--- src/rtl/rssm_pkg.sv ---
// Shared constants, codes and command/status types of the reservoir sampler.
package rssm_pkg;

   localparam int MAX_SLOTS   = 1024;
   localparam int MAX_ENTRIES = 4096;
   localparam int SLOT_AW     = $clog2(MAX_SLOTS);
   localparam int ENTRY_AW    = $clog2(MAX_ENTRIES);
   localparam int COUNT_W     = ENTRY_AW + 1;

   localparam logic [1:0] CSR_CAPACITY = 2'd0;
   localparam logic [1:0] CSR_BUDGET   = 2'd1;
   localparam logic [1:0] CSR_LOG_RATE = 2'd2;

   localparam logic [31:0] CAPACITY_RESET = 32'd65536;
   localparam logic [31:0] BUDGET_RESET   = 32'd32768;
   localparam logic [31:0] LOG_RATE_RESET = 32'd1;

   typedef enum logic [1:0] {
      STAT_SAMPLED  = 2'd0,
      STAT_SKIPPED  = 2'd1,
      STAT_FILTERED = 2'd2,
      STAT_OVERFLOW = 2'd3
   } status_type;

   typedef enum logic [3:0] {
      ST_IDLE,
      ST_LOG_GO,
      ST_LOG_WAIT,
      ST_PICK,
      ST_IDX_GO,
      ST_IDX_WAIT,
      ST_DECIDE,
      ST_FIT,
      ST_CMP_RD,
      ST_CMP_WR,
      ST_REFIT,
      ST_SLOT_RD,
      ST_APPEND,
      ST_INVAL,
      ST_DONE
   } state_type;

   typedef struct packed {
      logic       capture;
      logic       div_go;
      logic       div_idx;
      logic       set_log;
      logic       take_idx;
      logic       bump_seen;
      logic       cmp_init;
      logic       cmp_step;
      logic       cmp_finish;
      logic       append;
      logic       inval;
      logic       finish;
      status_type status;
   } ctrl_cmd_type;

   typedef struct packed {
      logic div_done;
      logic fixed;
      logic next_zero;
      logic sampled;
      logic fits;
      logic cmp_end;
   } dp_status_type;

endpackage

--- src/rtl/rssm_ctrl.sv ---
// Sequencing state machine of the reservoir sampler.
module rssm_ctrl
   import rssm_pkg::*;
(
   input  logic          clock,
   input  logic          reset,
   input  logic          start,
   input  logic          pass,
   input  dp_status_type sts,
   output ctrl_cmd_type  cmd,
   output logic          busy
);

   state_type  state_ff, state_in;
   status_type stat_ff, stat_in;

   always_ff @(posedge clock) begin
      if (reset) begin
         state_ff <= ST_IDLE;
         stat_ff  <= STAT_SAMPLED;
      end else begin
         state_ff <= state_in;
         stat_ff  <= stat_in;
      end
   end

   always_comb begin
      state_in   = state_ff;
      stat_in    = stat_ff;
      cmd        = '0;
      cmd.status = stat_ff;
      case (state_ff)
         ST_IDLE: begin
            if (start) begin
               cmd.capture = 1'b1;
               if (pass) begin
                  state_in = ST_LOG_GO;
               end else begin
                  stat_in  = STAT_FILTERED;
                  state_in = ST_DONE;
               end
            end
         end
         ST_LOG_GO: begin
            cmd.div_go = 1'b1;
            state_in   = ST_LOG_WAIT;
         end
         ST_LOG_WAIT: begin
            if (sts.div_done) begin
               cmd.set_log = 1'b1;
               state_in    = (sts.fixed && !sts.next_zero) ? ST_IDX_GO : ST_PICK;
            end
         end
         ST_PICK: begin
            cmd.take_idx = 1'b1;
            state_in     = ST_DECIDE;
         end
         ST_IDX_GO: begin
            cmd.div_go  = 1'b1;
            cmd.div_idx = 1'b1;
            state_in    = ST_IDX_WAIT;
         end
         ST_IDX_WAIT: begin
            if (sts.div_done) begin
               cmd.take_idx = 1'b1;
               state_in     = ST_DECIDE;
            end
         end
         ST_DECIDE: begin
            if (sts.sampled) begin
               state_in = ST_FIT;
            end else begin
               cmd.bump_seen = 1'b1;
               stat_in       = STAT_SKIPPED;
               state_in      = ST_DONE;
            end
         end
         ST_FIT: begin
            if (sts.fits) begin
               state_in = ST_SLOT_RD;
            end else begin
               cmd.cmp_init = 1'b1;
               state_in     = ST_CMP_RD;
            end
         end
         ST_CMP_RD: begin
            if (sts.cmp_end) begin
               cmd.cmp_finish = 1'b1;
               state_in       = ST_REFIT;
            end else begin
               state_in = ST_CMP_WR;
            end
         end
         ST_CMP_WR: begin
            cmd.cmp_step = 1'b1;
            state_in     = ST_CMP_RD;
         end
         ST_REFIT: begin
            if (sts.fits) begin
               state_in = ST_SLOT_RD;
            end else begin
               stat_in  = STAT_OVERFLOW;
               state_in = ST_DONE;
            end
         end
         ST_SLOT_RD: begin
            state_in = ST_APPEND;
         end
         ST_APPEND: begin
            cmd.append = 1'b1;
            state_in   = ST_INVAL;
         end
         ST_INVAL: begin
            cmd.inval = 1'b1;
            stat_in   = STAT_SAMPLED;
            state_in  = ST_DONE;
         end
         ST_DONE: begin
            cmd.finish = 1'b1;
            state_in   = ST_IDLE;
         end
         default: begin
            state_in = ST_IDLE;
         end
      endcase
   end

   assign busy = (state_ff != ST_IDLE);

endmodule

--- config.mk ---
export PLATFORM = sky130hd
export DESIGN_NAME = rssm_ctrl
export DESIGN_NICKNAME = d
export VERILOG_FILES = /design/src/rtl/rssm_pkg.sv /design/src/rtl/rssm_ctrl.sv
export SDC_FILE = /design/constraint.sdc
export NUM_CORES = 1
export LEC_CHECK = 0
export BUFFER_PORTS_ARGS = -buffer_cell sky130_fd_sc_hd__buf_4
export CAP_MARGIN = 20
export CELL_PAD_IN_SITES_DETAIL_PLACEMENT = 1
export CELL_PAD_IN_SITES_GLOBAL_PLACEMENT = 2
export CORE_AREA = 2 2 58 60
export DETAILED_ROUTE_END_ITERATION = 8
export DIE_AREA = 0 0 60 62
export PLACE_DENSITY_LB_ADDON = 0.1
export SLEW_MARGIN = 40
export SYNTH_ARGS = -nofsm -noshare
export SYNTH_HDL_FRONTEND = slang
export SYNTH_SLANG_ARGS = --single-unit
--- constraint.sdc ---
create_clock -name clock -period 1.7 [get_ports clock]
set_input_delay 0.255 -clock clock [delete_from_list [all_inputs] [get_ports clock]]
set_output_delay 0.255 -clock clock [all_outputs]
set_load 0.1 [all_outputs]
* After elaboration in Yosys (flattened, before gate mapping)
Index checks and enable logic that the tools add are counted.
Word-level totals: logic and storage cells 62, bits of input ports 10, memory bits (writable) 0, register bits after elaboration 6, bits in latches 0, output and inout port bits 15, bits in read-only memories 0, memories 0
Cells by class: add/sub/neg operators 0, div/mod/pow operators 0, shift operators 0, multiply operators 0, equality and inequality tests 20, mux-type cells 32, magnitude comparators 0, bitwise logic cells 0, reductions and logical operators 8
Operator list (count):
- case mux 4 bit (14 select lines) | 1
- equality test 4 bit (second input constant) | 7
- two-way mux 4 bit | 5
- equality test 4 x 3 -> 1 bit (second input constant) | 4
- two-way mux 1 bit | 16
- two-way mux 2 bit | 6
- != test 2 bit (second input constant) | 6
- equality test 4 x 2 -> 1 bit (second input constant) | 2
- case mux 2 bit (4 select lines) | 1
- nonzero test 4 bit | 2
- two-way mux 3 bit | 2
- AND reduction 5 bit | 1
- equality test 4 x 1 -> 1 bit (second input constant) | 1
- zero test 4 bit | 1
- AND reduction 3 bit | 1
- case mux 1 bit (2 select lines) | 1
- OR reduction 2 bit | 1
- logical AND 1 bit | 1
- zero test 1 bit | 1

* Longest topological paths before layout
depth in word-level cells 5, mapped depth 7

* Least setup slack after synthesis
OpenSTA, ideal clock, no wires.
path type reg2out, start point register state_ff[1], end point output port cmd[9] (netlist name), arrival 3.081 ns, stages on the path, launching flop included 6, data required time 1.445 ns, setup slack -1.636 ns, buffers on the path 2, cells stage by stage dfxtp_1 buf_4 buf_4 nor2b_1 a21oi_1 nor3b_1
RTL lines:
- start, declared | RTL line rssm_ctrl.sv:14 | state_type state_ff, state_in;
- start signal, assigned | RTL line rssm_ctrl.sv:22 | state_ff <= state_in;
- end, declared | RTL line rssm_ctrl.sv:10 | output ctrl_cmd_type cmd,

==> qor.csv <==
metric,value,unit
outcome,finished clean,
ant_nets,0,
finalHoldViolCount,0,
finalWorstSetupSlack,45.3,ps
drv_cap,0,
synthTopCellsByArea,"dfxtp_1, a21oi_1, nor3_1, nand2b_1, nor2_1",
synthCells,104,
setup_viol,0,
crit_path_start_kind,register,
dieWidth,60,um
whs_path_depth,2,
num_vias,929,
critPathMaxFanout,13,
timing.rr.start,state_ff[1],
core,3180,um^2
area_delta_synth_final,80.1,%
synth_largest_area_cell,dfxtp_1,
min_from,reset,
post-route-period-util,0.973,
fin_worst_skew,4.08,ps
ys_seq_area_frac,0.165,
drive_above_1_share,0.521,
gp_congestion,0.729,
first_iter_violations,9,
hpwl,1950,um
grt_max_degree,18,
vdd_drop_max,869,uV
cts.sinks,6,
root_buffer,clkbuf_4,
cts_max_level,1,
clk_latency,240,ps
cts_tree,built,
clk_pin_slew_worst_paths,50,ps
hp-class,in2reg,
finalNonFillerCells,190,
grt_pass1_wl,4270,um
synth-compound-area-share,0.269,
synth.avg_cell_area,7.01,um^2
synth_cell_types,37,
tightest_slew,376,ps
synthAdderAreaFrac,0,
diodes,0,
rrSetupSlack,100,ps
synth-simple-area-share,0.424,
arrival,1400,ps
ios,25,
clock_path_buffers,2,
nNetsFinal,155,
synth_edf_count,0,
maxSlewViolCount,0,
die_h,62,um
ys.flop_type,dfxtp_1,
fin_crit,1650,ps
max_freq,0.604,GHz
p_leak,0.543,nW
grt_pass1_vias,907,
slew_headroom,0.747,
synth_fp_nets,114,
critPathKind,reg2out,
crit_start,state_ff[1],
yosys-top-cells-count,"a21oi_1, nor3_1, nor2_1",
synth_top_family_by_area,simple AND/OR/NAND/NOR gates,
ys_ff_latch,6,
synth_area,729,um^2
pre_cts_slack,66.7,ps
synth-xor-area-share,0.0240,
drc_errors,0,
r2r_cells,6,
wire_per_inst,13.9,um
grt_use_total,0.150,
crit_path_end_kind,output pin,
ys_warn_count,0,
drt_wl_total,2650,um
die-area,3720,um^2
power_density,2080,nW/um^2
viasPerCell,4.89,
cts_inserted_buffers,3,
synth_top_area_frac,0.165,
synth_mux_area_frac,0.0154,
dr.pass1.iters,3,
port_buffers,24,
cp_data_required_time,1440,ps
dp_cells,179,
grt_overflow,0,
rows,21,
antenna_found_initial,0,
synthArstFlopShare,0,
initial_core_util,0.229,
## metal layers
layer,wire (um),share of wire,up-vias,track usage
met1,1240,0.47,457,0.214
met5,0,0,-,0
met3,56,0.021,0,0.0186
li1,-,-,458,-
met2,1350,0.51,14,0.250
met4,0,0,0,0.0190
## final timing paths
kind,endpoint
setup / recovery,cmd[9]
hold / removal,stat_ff[0]
setup reg to reg,state_ff[1]
hold reg to reg,stat_ff[1]
## cells in the final DEF, fill, tap and decap left out, types with 4 or more instances in the layout
master / count
buf_4: 34
a21oi_1: 10
nand2b_1: 7
nor3_1: 6
nor2_1: 6
nor3_4: 5
nand2_1: 4
o21ai_0: 4
buf_12: 4
buf_6: 4
## critical path, cell delays in order (launching register included)
cell and delay, ps:
dfxtp_4 400, and2b_2 260, a21oi_2 70, nor3b_4 230, buf_12 200
## cells by family (layout without fill, tap and decap cells)
group | count (synthesis) | after routing
AOI/OAI and AO/OA | 30 | 30
DFF | 6 | 6
xor gates and xnor gates | 2 | 2
and+or+nand+nor | 55 | 55
buffers and inverters | 10 | 50
muxes | 1 | 1
## through the flow
stage / instance area, um^2 / hold slack, ps / setup TNS [ps] / utilization / total power, mW
after floorplan: 872 / 317 / -338 / - / 1.95
final: 1310 / 223 / 0 / 0.413 / 2.73
after global placement: 1120 / 457 / 0 / 0.353 / 2.35
after global routing: 1310 / 210 / -5.62 / 0.413 / 2.91
after CTS: 1210 / 218 / 0 / 0.380 / 2.60
after detailed placement: 1120 / 472 / 0 / 0.353 / 2.37
## state kept, by name (all words and copies together), names as in the netlist
register  count
stat_ff       2
state_ff      4
## layout make-up
class	instances	area (um^2)
flip-flops and latches	6	133
fillers	398	1870
repair buffers	45	435
multi-input cells	88	658
inverters	1	3.75
well taps	46	57.6
clock buffers	4	26.3
## power breakdown
| group | switching [mW] | internal (mW) |
|---|---|---|
| sequential | 0.133 | 0.214 |
| clock | 0.0497 | 0.0888 |
| combinational | 1.39 | 0.852 |
| total | 1.58 | 1.15 |
## timing repair
item                       4_1_cts  5_1_grt
cloned                           0        1
pin swaps                        0        2
hold buffers                     0        0
setup endpoints to repair       10       14
gates resized for setup         15       13
buffers inserted                 1        5
Power figures use the tool's default switching activity.
